==> config.mk <==
export PLATFORM = sky130hd
export DESIGN_NAME = iso8601_utc_to_epoch_seconds
export DESIGN_NICKNAME = d
export VERILOG_FILES = /design/src/rtl/iso2ep_pkg.sv /design/src/rtl/iso2ep_parse.sv /design/src/rtl/iso2ep_fifo.sv /design/src/rtl/iso2ep_conv.sv /design/src/rtl/iso8601_utc_to_epoch_seconds.sv
export VERILOG_INCLUDE_DIRS = /design/src /design/src/rtl
export SDC_FILE = /design/constraint.sdc
export NUM_CORES = 2
export LEC_CHECK = 0
export ABC_AREA = 1
export ABC_CLOCK_PERIOD_IN_PS = 8300
export BUFFER_PORTS_ARGS = -buffer_cell sky130_fd_sc_hd__buf_2
export CAP_MARGIN = 25
export CORE_MARGIN = 4
export CORE_UTILIZATION = 50
export CTS_BUF_LIST = sky130_fd_sc_hd__clkbuf_16
export DETAILED_ROUTE_END_ITERATION = 10
export PLACE_DENSITY_LB_ADDON = 0.12
export SLEW_MARGIN = 40
export SYNTH_ARGS = -nofsm -noshare
export SYNTH_HDL_FRONTEND = slang
export SYNTH_SLANG_ARGS = --single-unit
==> constraint.sdc <==
create_clock -name clk -period 8.3 [get_ports clk]
set_input_delay 0.415 -clock clk [delete_from_list [all_inputs] [get_ports clk]]
set_output_delay 0.415 -clock clk [all_outputs]
set_load 0.02 [all_outputs]
==> src/rtl/assert_macros.svh <==
// Assertion macros for the timestamp converter RTL
`ifndef ASSERT_MACROS_SVH
`define ASSERT_MACROS_SVH
`ifndef SYNTHESIS
`define ASSERT_ALWAYS(lbl, clk_s, rstn_s, expr, msg) \
  lbl: assert property (@(posedge clk_s) disable iff (!rstn_s) (expr)) else $error(msg);
`define ASSERT_NEXT(lbl, clk_s, rstn_s, ante, cons, msg) \
  lbl: assert property (@(posedge clk_s) disable iff (!rstn_s) (ante) |=> (cons)) else $error(msg);
`else
`define ASSERT_ALWAYS(lbl, clk_s, rstn_s, expr, msg)
`define ASSERT_NEXT(lbl, clk_s, rstn_s, ante, cons, msg)
`endif
`endif

==> src/rtl/iso2ep_pkg.sv <==
// Types, constants and tables shared by the timestamp converter
package iso2ep_pkg;

  localparam logic [7:0] CH_ZERO  = 8'h30;
  localparam logic [7:0] CH_NINE  = 8'h39;
  localparam logic [7:0] CH_DASH  = 8'h2D;
  localparam logic [7:0] CH_T     = 8'h54;
  localparam logic [7:0] CH_COLON = 8'h3A;
  localparam logic [7:0] CH_Z     = 8'h5A;

  localparam int NUM_FIELDS = 5;
  localparam int EPOCH_W    = 39;
  localparam int DAY_SHIFT  = 7;

  localparam logic [8:0]  YEAR_BIAS          = 9'd400;
  localparam logic [8:0]  DAYS_PER_YEAR      = 9'd365;
  localparam logic [17:0] DAYS_PER_ERA       = 18'd146097;
  localparam logic [19:0] DAYS_EPOCH_OFFSET  = 20'd865565;
  localparam logic [11:0] SECS_PER_HOUR      = 12'd3600;
  localparam logic [5:0]  SECS_PER_MIN       = 6'd60;
  localparam logic [9:0]  DAY_SCALE          = 10'd675;
  localparam logic [7:0]  MONTH_RECIP        = 8'd171;
  localparam longint      EPOCH_MAX          = 64'sd274877906943;
  localparam longint      EPOCH_MIN          = -64'sd274877906944;

  typedef enum logic [1:0] {
    ST_OK    = 2'd0,
    ST_PARSE = 2'd1,
    ST_CONV  = 2'd2
  } status_t;

  typedef enum logic [1:0] {
    PS_YEAR,
    PS_FIELD,
    PS_DONE
  } ps_state_t;

  typedef enum logic [1:0] {
    PT_TENS,
    PT_UNITS,
    PT_SEP
  } part_t;

  typedef enum logic [2:0] {
    CV_IDLE,
    CV_PREP,
    CV_DIV,
    CV_REM,
    CV_DOE,
    CV_DAYS,
    CV_SECS,
    CV_FIN
  } cv_state_t;

  typedef struct packed {
    logic       perr;
    logic [6:0] month;
    logic [6:0] day;
    logic [6:0] hour;
    logic [6:0] minute;
    logic [6:0] second;
  } job_flds_t;

  function automatic logic [7:0] sep_char(input logic [2:0] k);
    logic [7:0] c;
    case (k)
      3'd0:    c = CH_DASH;
      3'd1:    c = CH_T;
      3'd2:    c = CH_COLON;
      3'd3:    c = CH_COLON;
      3'd4:    c = CH_Z;
      default: c = CH_Z;
    endcase
    return c;
  endfunction

  // day of a March-based year on which month m (0 = January) starts
  function automatic logic [8:0] doy_of_month(input logic [3:0] m);
    logic [8:0] d;
    case (m)
      4'd0:    d = 9'd306;
      4'd1:    d = 9'd337;
      4'd2:    d = 9'd0;
      4'd3:    d = 9'd31;
      4'd4:    d = 9'd61;
      4'd5:    d = 9'd92;
      4'd6:    d = 9'd122;
      4'd7:    d = 9'd153;
      4'd8:    d = 9'd184;
      4'd9:    d = 9'd214;
      4'd10:   d = 9'd245;
      4'd11:   d = 9'd275;
      default: d = 9'd0;
    endcase
    return d;
  endfunction

endpackage

==> src/rtl/iso2ep_parse.sv <==
// Front end: character parser that builds one conversion job per string
`include "assert_macros.svh"
module iso2ep_parse import iso2ep_pkg::*; #(
  parameter int YEAR_DIGITS = 4,
  parameter int YEAR_W      = 14
) (
  input  logic              clk,
  input  logic              rst_n,
  input  logic [7:0]        character,
  input  logic              last_char,
  input  logic              accept,
  output logic              job_push,
  output logic [YEAR_W-1:0] job_year,
  output job_flds_t         job_flds
);

  localparam int YDC_W = $clog2(YEAR_DIGITS + 1);

  ps_state_t         st_r, st_nxt, st_c;
  part_t             part_r, part_nxt, part_c;
  logic [2:0]        k_r, k_nxt, k_c;
  logic [YEAR_W-1:0] year_r, year_nxt, year_c;
  logic [YDC_W-1:0]  ydc_r, ydc_nxt, ydc_c;
  logic              err_r, err_nxt, err_c;
  logic [6:0]        fld_r [NUM_FIELDS];
  logic              fld_we;
  logic [6:0]        fld_wdata;
  logic              digit;
  logic [3:0]        dval;
  logic [YEAR_W+3:0] year_x;

  always_ff @(posedge clk) begin
    if (!rst_n) begin
      st_r   <= PS_YEAR;
      part_r <= PT_TENS;
      k_r    <= '0;
      year_r <= '0;
      ydc_r  <= '0;
      err_r  <= 1'b0;
    end else begin
      st_r   <= st_nxt;
      part_r <= part_nxt;
      k_r    <= k_nxt;
      year_r <= year_nxt;
      ydc_r  <= ydc_nxt;
      err_r  <= err_nxt;
    end
  end

  always_ff @(posedge clk) begin
    if (fld_we) begin
      fld_r[k_r] <= fld_wdata;
    end
  end

  always_comb begin
    digit     = character inside {[CH_ZERO:CH_NINE]};
    dval      = character[3:0];
    year_x    = (YEAR_W+4)'({year_r, 3'b000}) + (YEAR_W+4)'({year_r, 1'b0})
              + (YEAR_W+4)'(dval);
    st_c      = st_r;
    part_c    = part_r;
    k_c       = k_r;
    year_c    = year_r;
    ydc_c     = ydc_r;
    err_c     = err_r;
    fld_we    = 1'b0;
    fld_wdata = 7'({dval, 3'b000}) + 7'({dval, 1'b0});
    if (!err_r) begin
      case (st_r)
        PS_YEAR: begin
          if (digit) begin
            if (ydc_r < YDC_W'(YEAR_DIGITS)) begin
              year_c = year_x[YEAR_W-1:0];
              ydc_c  = ydc_r + 1'b1;
            end else begin
              err_c = 1'b1;
            end
          end else if (character == CH_DASH && ydc_r != '0) begin
            st_c   = PS_FIELD;
            k_c    = '0;
            part_c = PT_TENS;
          end else begin
            err_c = 1'b1;
          end
        end
        PS_FIELD: begin
          case (part_r)
            PT_TENS: begin
              if (digit) begin
                fld_we = accept;
                part_c = PT_UNITS;
              end else begin
                err_c = 1'b1;
              end
            end
            PT_UNITS: begin
              if (digit) begin
                fld_we    = accept;
                fld_wdata = fld_r[k_r] + 7'(dval);
                part_c    = PT_SEP;
              end else begin
                err_c = 1'b1;
              end
            end
            PT_SEP: begin
              if (character == sep_char(k_r)) begin
                if (k_r == 3'(NUM_FIELDS - 1)) begin
                  st_c = PS_DONE;
                end else begin
                  k_c    = k_r + 3'd1;
                  part_c = PT_TENS;
                end
              end else begin
                err_c = 1'b1;
              end
            end
            default: err_c = 1'b1;
          endcase
        end
        PS_DONE: err_c = 1'b1;
        default: err_c = 1'b1;
      endcase
    end

    job_push        = accept && last_char;
    job_year        = year_r;
    job_flds.perr   = err_c || (st_c != PS_DONE);
    job_flds.month  = fld_r[0];
    job_flds.day    = fld_r[1];
    job_flds.hour   = fld_r[2];
    job_flds.minute = fld_r[3];
    job_flds.second = fld_r[4];

    st_nxt   = st_r;
    part_nxt = part_r;
    k_nxt    = k_r;
    year_nxt = year_r;
    ydc_nxt  = ydc_r;
    err_nxt  = err_r;
    if (accept) begin
      if (last_char) begin
        st_nxt   = PS_YEAR;
        part_nxt = PT_TENS;
        k_nxt    = '0;
        year_nxt = '0;
        ydc_nxt  = '0;
        err_nxt  = 1'b0;
      end else begin
        st_nxt   = st_c;
        part_nxt = part_c;
        k_nxt    = k_c;
        year_nxt = year_c;
        ydc_nxt  = ydc_c;
        err_nxt  = err_c;
      end
    end
  end

  `ASSERT_NEXT(a_err_sticky, clk, rst_n, err_r && accept && !last_char, err_r, "parse error cleared mid-string")
  `ASSERT_ALWAYS(a_ydc_range, clk, rst_n, ydc_r <= YDC_W'(YEAR_DIGITS), "year digit count too large")

endmodule

==> src/rtl/iso2ep_fifo.sv <==
// Job queue between the parser and the converter
`include "assert_macros.svh"
module iso2ep_fifo #(
  parameter int WIDTH = 50,
  parameter int DEPTH = 2
) (
  input  logic             clk,
  input  logic             rst_n,
  input  logic             push,
  input  logic [WIDTH-1:0] din,
  output logic             full,
  input  logic             pop,
  output logic [WIDTH-1:0] dout,
  output logic             empty
);

  localparam int PTR_W = $clog2(DEPTH);
  localparam int CNT_W = $clog2(DEPTH + 1);

  logic [WIDTH-1:0] mem_r [DEPTH];
  logic [PTR_W-1:0] wr_ptr_r, wr_ptr_nxt, rd_ptr_r, rd_ptr_nxt;
  logic [CNT_W-1:0] cnt_r, cnt_nxt;
  logic             do_wr, do_rd;

  assign full  = (cnt_r == CNT_W'(DEPTH));
  assign empty = (cnt_r == '0);
  assign dout  = mem_r[rd_ptr_r];
  assign do_wr = push && !full;
  assign do_rd = pop && !empty;

  always_comb begin
    wr_ptr_nxt = wr_ptr_r;
    rd_ptr_nxt = rd_ptr_r;
    cnt_nxt    = cnt_r;
    if (do_wr) begin
      wr_ptr_nxt = (wr_ptr_r == PTR_W'(DEPTH - 1)) ? '0 : wr_ptr_r + 1'b1;
    end
    if (do_rd) begin
      rd_ptr_nxt = (rd_ptr_r == PTR_W'(DEPTH - 1)) ? '0 : rd_ptr_r + 1'b1;
    end
    if (do_wr && !do_rd) begin
      cnt_nxt = cnt_r + 1'b1;
    end else if (do_rd && !do_wr) begin
      cnt_nxt = cnt_r - 1'b1;
    end
  end

  always_ff @(posedge clk) begin
    if (!rst_n) begin
      wr_ptr_r <= '0;
      rd_ptr_r <= '0;
      cnt_r    <= '0;
    end else begin
      wr_ptr_r <= wr_ptr_nxt;
      rd_ptr_r <= rd_ptr_nxt;
      cnt_r    <= cnt_nxt;
    end
  end

  always_ff @(posedge clk) begin
    if (do_wr) begin
      mem_r[wr_ptr_r] <= din;
    end
  end

  `ASSERT_ALWAYS(a_cnt_bound, clk, rst_n, cnt_r <= CNT_W'(DEPTH), "queue count beyond depth")
  `ASSERT_NEXT(a_push_fills, clk, rst_n, do_wr, cnt_r != '0, "queue empty after a write")

endmodule

==> src/rtl/iso2ep_conv.sv <==
// Back end: sequenced calendar-to-seconds conversion and result register
`include "assert_macros.svh"
module iso2ep_conv import iso2ep_pkg::*; #(
  parameter int YEAR_W = 14
) (
  input  logic               clk,
  input  logic               rst_n,
  input  logic               job_valid,
  input  logic [YEAR_W-1:0]  job_year,
  input  job_flds_t          job_flds,
  output logic               job_pop,
  input  logic               pop,
  output logic               empty,
  output logic [EPOCH_W-1:0] epoch_seconds,
  output status_t            status
);

  localparam int YY_W      = ((YEAR_W > 9) ? YEAR_W : 9) + 1;
  localparam int ERA_W     = YY_W - 8;
  localparam int DAYS_W    = ERA_W + 19;
  localparam int T_W       = DAYS_W + 18;
  localparam int CMP_W     = T_W + 1;
  localparam int RCP_SHIFT = YY_W + $clog2(YEAR_BIAS);
  localparam int QP_W      = 2 * YY_W + 1;
  localparam logic [YY_W:0] ERA_RECIP =
    (YY_W+1)'(((64'd1 << RCP_SHIFT) + 64'(YEAR_BIAS) - 64'd1) / 64'(YEAR_BIAS));

  cv_state_t          st_r, st_nxt;
  logic [3:0]         m_r, m_nxt;
  logic [YY_W-1:0]    dq_r, dq_nxt;
  logic [ERA_W-1:0]   era_r, era_nxt;
  logic [8:0]         rem_r, rem_nxt;
  logic [17:0]        doe_r, doe_nxt;
  logic [18:0]        hms_r, hms_nxt;
  logic [DAYS_W-1:0]  days_r, days_nxt;
  logic [T_W-1:0]     t_r, t_nxt;
  logic               out_valid_r, out_valid_nxt;
  logic [EPOCH_W-1:0] out_epoch_r, out_epoch_nxt;
  status_t            out_status_r, out_status_nxt;

  logic [6:0]         mon0, r7;
  logic [14:0]        q_full;
  logic [3:0]         q, r;
  logic [YY_W-1:0]    yy;
  logic [3:0]         m_sel;
  logic [QP_W-1:0]    quot_prod;
  logic [1:0]         c100;
  logic [ERA_W+17:0]  era_prod;
  logic [T_W-1:0]     dext;
  logic signed [CMP_W-1:0] tsx;
  logic               conv_bad;
  status_t            res_status;

  assign empty         = !out_valid_r;
  assign epoch_seconds = out_epoch_r;
  assign status        = out_status_r;

  always_ff @(posedge clk) begin
    if (!rst_n) begin
      st_r        <= CV_IDLE;
      out_valid_r <= 1'b0;
    end else begin
      st_r        <= st_nxt;
      out_valid_r <= out_valid_nxt;
    end
  end

  always_ff @(posedge clk) begin
    m_r          <= m_nxt;
    dq_r         <= dq_nxt;
    era_r        <= era_nxt;
    rem_r        <= rem_nxt;
    doe_r        <= doe_nxt;
    hms_r        <= hms_nxt;
    days_r       <= days_nxt;
    t_r          <= t_nxt;
    out_epoch_r  <= out_epoch_nxt;
    out_status_r <= out_status_nxt;
  end

  always_comb begin
    mon0     = job_flds.month - 7'd1;
    q_full   = 15'(mon0) * 15'(MONTH_RECIP);
    q        = q_full[14:11];
    r7       = mon0 - {q, 3'b000} - 7'({q, 2'b00});
    r        = r7[3:0];
    if (job_flds.month == 7'd0) begin
      m_sel = 4'd11;
      yy    = YY_W'(job_year) + YY_W'(YEAR_BIAS) - YY_W'(1);
    end else begin
      m_sel = r;
      yy    = YY_W'(job_year) + YY_W'(q) + YY_W'(YEAR_BIAS) - YY_W'(r < 4'd2);
    end

    quot_prod = QP_W'(dq_r) * QP_W'(ERA_RECIP);
    c100     = 2'(rem_r >= 9'd100) + 2'(rem_r >= 9'd200) + 2'(rem_r >= 9'd300);
    era_prod = (ERA_W+18)'(era_r) * (ERA_W+18)'(DAYS_PER_ERA);
    dext     = {{(T_W-DAYS_W){days_r[DAYS_W-1]}}, days_r};

    tsx      = CMP_W'($signed(t_r));
    conv_bad = (t_r == '1) || (tsx > CMP_W'(EPOCH_MAX)) || (tsx < CMP_W'(EPOCH_MIN));
    if (job_flds.perr) begin
      res_status = ST_PARSE;
    end else if (conv_bad) begin
      res_status = ST_CONV;
    end else begin
      res_status = ST_OK;
    end

    st_nxt         = st_r;
    m_nxt          = m_r;
    dq_nxt         = dq_r;
    era_nxt        = era_r;
    rem_nxt        = rem_r;
    doe_nxt        = doe_r;
    hms_nxt        = hms_r;
    days_nxt       = days_r;
    t_nxt          = t_r;
    out_valid_nxt  = out_valid_r && !pop;
    out_epoch_nxt  = out_epoch_r;
    out_status_nxt = out_status_r;
    job_pop        = 1'b0;

    case (st_r)
      CV_IDLE: begin
        if (job_valid) begin
          st_nxt = CV_PREP;
        end
      end
      CV_PREP: begin
        m_nxt   = m_sel;
        dq_nxt  = yy;
        rem_nxt = '0;
        hms_nxt = 19'(job_flds.hour) * 19'(SECS_PER_HOUR)
                + 19'(job_flds.minute) * 19'(SECS_PER_MIN) + 19'(job_flds.second);
        st_nxt  = job_flds.perr ? CV_FIN : CV_DIV;
      end
      CV_DIV: begin
        era_nxt = quot_prod[RCP_SHIFT +: ERA_W];
        st_nxt  = CV_REM;
      end
      CV_REM: begin
        rem_nxt = 9'(10'(dq_r) - 10'({era_r, 8'b0}) - 10'({era_r, 7'b0})
                - 10'({era_r, 4'b0}));
        st_nxt  = CV_DOE;
      end
      CV_DOE: begin
        doe_nxt = 18'(rem_r) * 18'(DAYS_PER_YEAR) + 18'(rem_r[8:2]) - 18'(c100)
                + 18'(doy_of_month(m_r));
        st_nxt  = CV_DAYS;
      end
      CV_DAYS: begin
        days_nxt = DAYS_W'(era_prod) + DAYS_W'(doe_r) + DAYS_W'(job_flds.day)
                 - DAYS_W'(1) - DAYS_W'(DAYS_EPOCH_OFFSET);
        st_nxt   = CV_SECS;
      end
      CV_SECS: begin
        t_nxt  = ((dext * T_W'(DAY_SCALE)) << DAY_SHIFT) + T_W'(hms_r);
        st_nxt = CV_FIN;
      end
      CV_FIN: begin
        if (!out_valid_r || pop) begin
          out_valid_nxt  = 1'b1;
          out_status_nxt = res_status;
          out_epoch_nxt  = (res_status == ST_OK) ? t_r[EPOCH_W-1:0] : '0;
          job_pop        = 1'b1;
          st_nxt         = CV_IDLE;
        end
      end
      default: st_nxt = CV_IDLE;
    endcase
  end

  `ASSERT_ALWAYS(a_err_zero, clk, rst_n, !out_valid_r || out_status_r == ST_OK || out_epoch_r == '0, "error result with nonzero seconds")

endmodule

==> src/rtl/iso8601_utc_to_epoch_seconds.sv <==
// Top level: streaming ISO 8601 UTC timestamp to Unix seconds converter
// Usage:
//   Input queue port: one timestamp character per transaction on in_character,
//   with in_last_char set on the final one; a transaction completes when push
//   is high and full is low. Characters are taken one per cycle unless full.
//   Result queue port: one result per string (seconds and status) is shown
//   while empty is low and leaves on a cycle with pop high.
// Conversion: after a well-formed string's last character is taken, its job
//   passes through the queue, operand set-up, divide by 400 years by
//   reciprocal multiply, year-of-era remainder, day-of-era, day count,
//   seconds, then the result register. A malformed string skips the
//   arithmetic and goes from operand set-up to the result register.
// Queueing: the converter takes the next string only once the last one's
//   result is registered; a queue of JOB_DEPTH parsed strings absorbs short
//   strings in a row.
// Reset: rst_n low for one cycle empties both queues and restarts parsing.
// Stall: while the result is not popped the converter holds its next result,
//   the job queue fills and full rises; nothing is dropped.
module iso8601_utc_to_epoch_seconds import iso2ep_pkg::*; #(
  parameter int YEAR_DIGITS = 4,
  parameter int JOB_DEPTH   = 2
) (
  input  logic                      clk,
  input  logic                      rst_n,
  input  logic [7:0]                in_character,
  input  logic                      in_last_char,
  input  logic                      push,
  output logic                      full,
  output logic signed [EPOCH_W-1:0] out_epoch_seconds,
  output logic [1:0]                out_status,
  output logic                      empty,
  input  logic                      pop
);

  localparam int YEAR_W = $clog2(10 ** YEAR_DIGITS);
  localparam int FLD_W  = $bits(job_flds_t);
  localparam int JOB_W  = YEAR_W + FLD_W;

  logic              accept;
  logic              job_push;
  logic [YEAR_W-1:0] job_year;
  job_flds_t         job_flds;
  logic [JOB_W-1:0]  q_dout;
  logic              q_empty;
  logic              q_pop;
  logic [YEAR_W-1:0] q_year;
  job_flds_t         q_flds;
  logic [EPOCH_W-1:0] conv_epoch;
  status_t           conv_status;

  assign accept = push && !full;

  iso2ep_parse #(
    .YEAR_DIGITS (YEAR_DIGITS),
    .YEAR_W      (YEAR_W)
  ) u_parse (
    .clk       (clk),
    .rst_n     (rst_n),
    .character (in_character),
    .last_char (in_last_char),
    .accept    (accept),
    .job_push  (job_push),
    .job_year  (job_year),
    .job_flds  (job_flds)
  );

  iso2ep_fifo #(
    .WIDTH (JOB_W),
    .DEPTH (JOB_DEPTH)
  ) u_fifo (
    .clk   (clk),
    .rst_n (rst_n),
    .push  (job_push),
    .din   ({job_year, job_flds}),
    .full  (full),
    .pop   (q_pop),
    .dout  (q_dout),
    .empty (q_empty)
  );

  assign q_year = q_dout[JOB_W-1 -: YEAR_W];
  assign q_flds = q_dout[FLD_W-1:0];

  iso2ep_conv #(
    .YEAR_W (YEAR_W)
  ) u_conv (
    .clk           (clk),
    .rst_n         (rst_n),
    .job_valid     (!q_empty),
    .job_year      (q_year),
    .job_flds      (q_flds),
    .job_pop       (q_pop),
    .pop           (pop),
    .empty         (empty),
    .epoch_seconds (conv_epoch),
    .status        (conv_status)
  );

  assign out_epoch_seconds = conv_epoch;
  assign out_status        = conv_status;

endmodule

==> flow_summary.toml <==
[run_status]
status = "complete, no violations"

[synthesis]
yosysMostFrequentCell = "inv_1"
synth_nets = 4873
yosysSeqAreaShare_pct = 30.56
synth_common_cells = "inv_1, nand2_1, ha_1"
synth_edf_count = 339
ys_async_sr_fraction_pct = 0
synth.avg_cell_area_um2 = 9.066
synth.distinct_cells = 59
synth-seq-cells = 385
ys.warnings.count = 0
synth_top_cell_by_area = "edfxtp_1"
syn_area_mm2 = 0.03633
synth_top_flop_cell = "edfxtp_1"
synth.top_cell.area_share_pct = 28.02
syn_inst = 4007
netlist_top_cells_area = "edfxtp_1, ha_1, fa_1"

[routing]
met2_length_um = 35290
vias = 25150
dr_wl_met3_um = 1996
wl_per_cell_um = 14.59
wl_um = 74090
met1_length_um = 35470
dr.first_iter.drc_count = 1216
first_pass_iters = 5
top_layer = "met4"
final_antenna_net_count = 0
avgViaCountPerCell = 4.954
drc = 0

[timing]
drv_slew = 0
period_needed_ps = 7424
hold-worst-slack_ps = 182.0
rsz0062_at_grt = "no"
fmax_ghz = 0.1347
finalClockSkew_ps = 34.07
worst_pin_slew_ps = 778.0
setup_viol = 0
relSlewSlack_pct = 48.07
fin_crit_sh_pct = 89.45
setup_tns_ps = 0
hold_viol = 0

[hold_path]
holdPathEnd = "u_parse.job_year[0]$_SDFFE_PN0P_"
min_path_cells = 3
holdCritStartpoint = "in_character[0]"
min_path_type = "in2reg"

[clock_tree]
cts_tree = "built"
cts-root-buf = "clkbuf_16"
htree_num_levels = 2
cts_buffer_depth = 3
postCtsHoldBufs = 0
cts_setup_buffers = 0
clock_sinks = 385
insertion_delay_ps = 590
numCtsBuffers = 45
path_clk_slew_ps = 60
cts_resized = 0

[floorplanning]
core_area_mm2 = 0.07173
dieWidth_um = 277.5
die_h_um = 277.5
die-area_mm2 = 0.07703
initial_core_util_pct = 50.64
num_rows = 98
ioPinCount = 56

[global_routing]
grt_pass1_vias = 25090
grt_max_degree = 51
grt.total_usage_pct = 19.61
antenna_found_initial = 0
grt_pass1_wl_um = 125300
grt_overflow = 0

[placed_design]
gp_congestion = 0.8828
portBuffers = 55
dp_hpwl_um = 61170

[critical_path]
critPathBufInv = 10
crit_cells = 45
end_kind = "flop"
crit_top_cell = "nand2_1"
r2r_cells = 45
crit_path_top_delay_cell = "fa_1"
r2r-end = "u_conv.dq_r[12]$_DFFE_PN_"
path_class = "reg2reg"
crit_required_ps = 8640
crit_path_max_fanout = 17
max_stage_delay_ps = 560
r2r_slack_ps = 880
cp.arrival_ps = 7770
crit_family = "adder cells"
startpoint_type = "flop"

[cells_and_area]
nets = 4956
syn_to_final_growth_pct = 8.235
num_antenna_cells = 0
drive_gt1_share_pct = 5.718
nFillCells = 6534

[job]
cap_violations = 0
[how the worst max path moves through the flow]
stage / from / endpoint / slack, ps
finish: flop / u_conv.dq_r[12]$_DFFE_PN_ / 880
global route: flop / u_conv.dq_r[12]$_DFFE_PN_ / 30
CTS: flop / u_conv.dq_r[12]$_DFFE_PN_ / 860
detailed placement: flop / u_conv.dq_r[12]$_DFFE_PN_ / 920
global placement: flop / u_conv.dq_r[12]$_DFFE_PN_ / 910
floorplan: flop / u_conv.dq_r[12]$_DFFE_PN_ / 1660
[flip-flops by register name (all words and copies together), names as in the netlist, 2 cells and up, named ones only]
register / count
u_conv.st_r: 3
u_fifo.cnt_r: 2
u_conv.era_r: 7
u_parse.k_r: 3
u_conv.doe_r: 18
u_parse.st_r: 2
u_parse.part_r: 2
u_conv.t_r: 44
u_fifo.mem_r: 100
u_conv.dq_r: 15
u_conv.days_r: 26
u_conv.m_r: 4
u_conv.rem_r: 9
u_parse.ydc_r: 3
u_conv.epoch_seconds: 39
u_parse.job_year: 14
u_parse.fld_r: 56
u_conv.status: 2
u_conv.hms_r: 19
[layout by cell type, fill, tap and decap left out, types with 8 or more instances in the layout]
cell	count
clkinv_2	9
a31oi_1	16
nand3_2	8
nand2_1	696
buf_4	14
nor2_2	15
a21oi_1	177
xnor2_1	45
clkinv_1	10
edfxtp_1	339
o21a_1	8
inv_1	917
inv_2	13
nor2_1	241
or2_2	29
ha_1	592
o22ai_1	9
nand4_1	47
o21ai_1	10
clkbuf_16	46
fa_1	261
o21ai_0	128
nand3b_1	8
buf_2	55
dfxtp_1	45
xor2_1	101
nand3_1	137
mux2i_1	8
nor3_1	31
nor4_1	8
[worst reg2reg max path, delay by kind of cell, from the launching register on]
family	cells	cell delay [ps]
flip-flops	1	540
buffers and inverters	10	820
XOR/XNOR	2	420
AO/OA/AOI/OAI	3	610
AND/OR/NAND/NOR	20	1840
adder cells (fa/ha/maj)	10	2960
[kinds of logic after synthesis]
family | synth area share, %
muxes | 0.3479
AOI/OAI and AO/OA | 6.090
DFF | 30.56
xor gates and xnor gates | 3.520
buffers and inverters | 9.965
and+or+nand+nor | 14.75
adders and majority gates | 34.77
[per-stage QoR]
step / setup slack (ps) / util, % / area [um^2] / cells
after floorplan: 1658 / - / 36330 / 4007
after global placement: 911.1 / 52.67 / 37780 / 4992
after detailed placement: 915.5 / 52.69 / 37800 / 4992
after CTS: 862.3 / 54.79 / 39300 / 5076
after global routing: 27.04 / 54.81 / 39320 / 5077
final: 875.5 / 54.81 / 39320 / 5077
[layer usage]
layer  track usage [%]  vias up
met3             2.011       88
met1             27.04    11720
met5                 0        -
met4             4.107        0
li1                  -    13050
met2             33.80      294
[area by class of cell]
cell class	instances	area [um^2]	area share (%)
multi-input combinational	2664	21660	55.09
sequential	385	11100	28.24
inverter	924	3471	8.828
tap	950	1189	3.023
clock buffer	46	1151	2.928
timing repair buffer	70	391.6	0.9961
clock inverter	38	352.8	0.8974
Power is left out: the tool's default activity adds up to more than one toggle a clock period on the data nets, which glitch-free logic cannot reach.
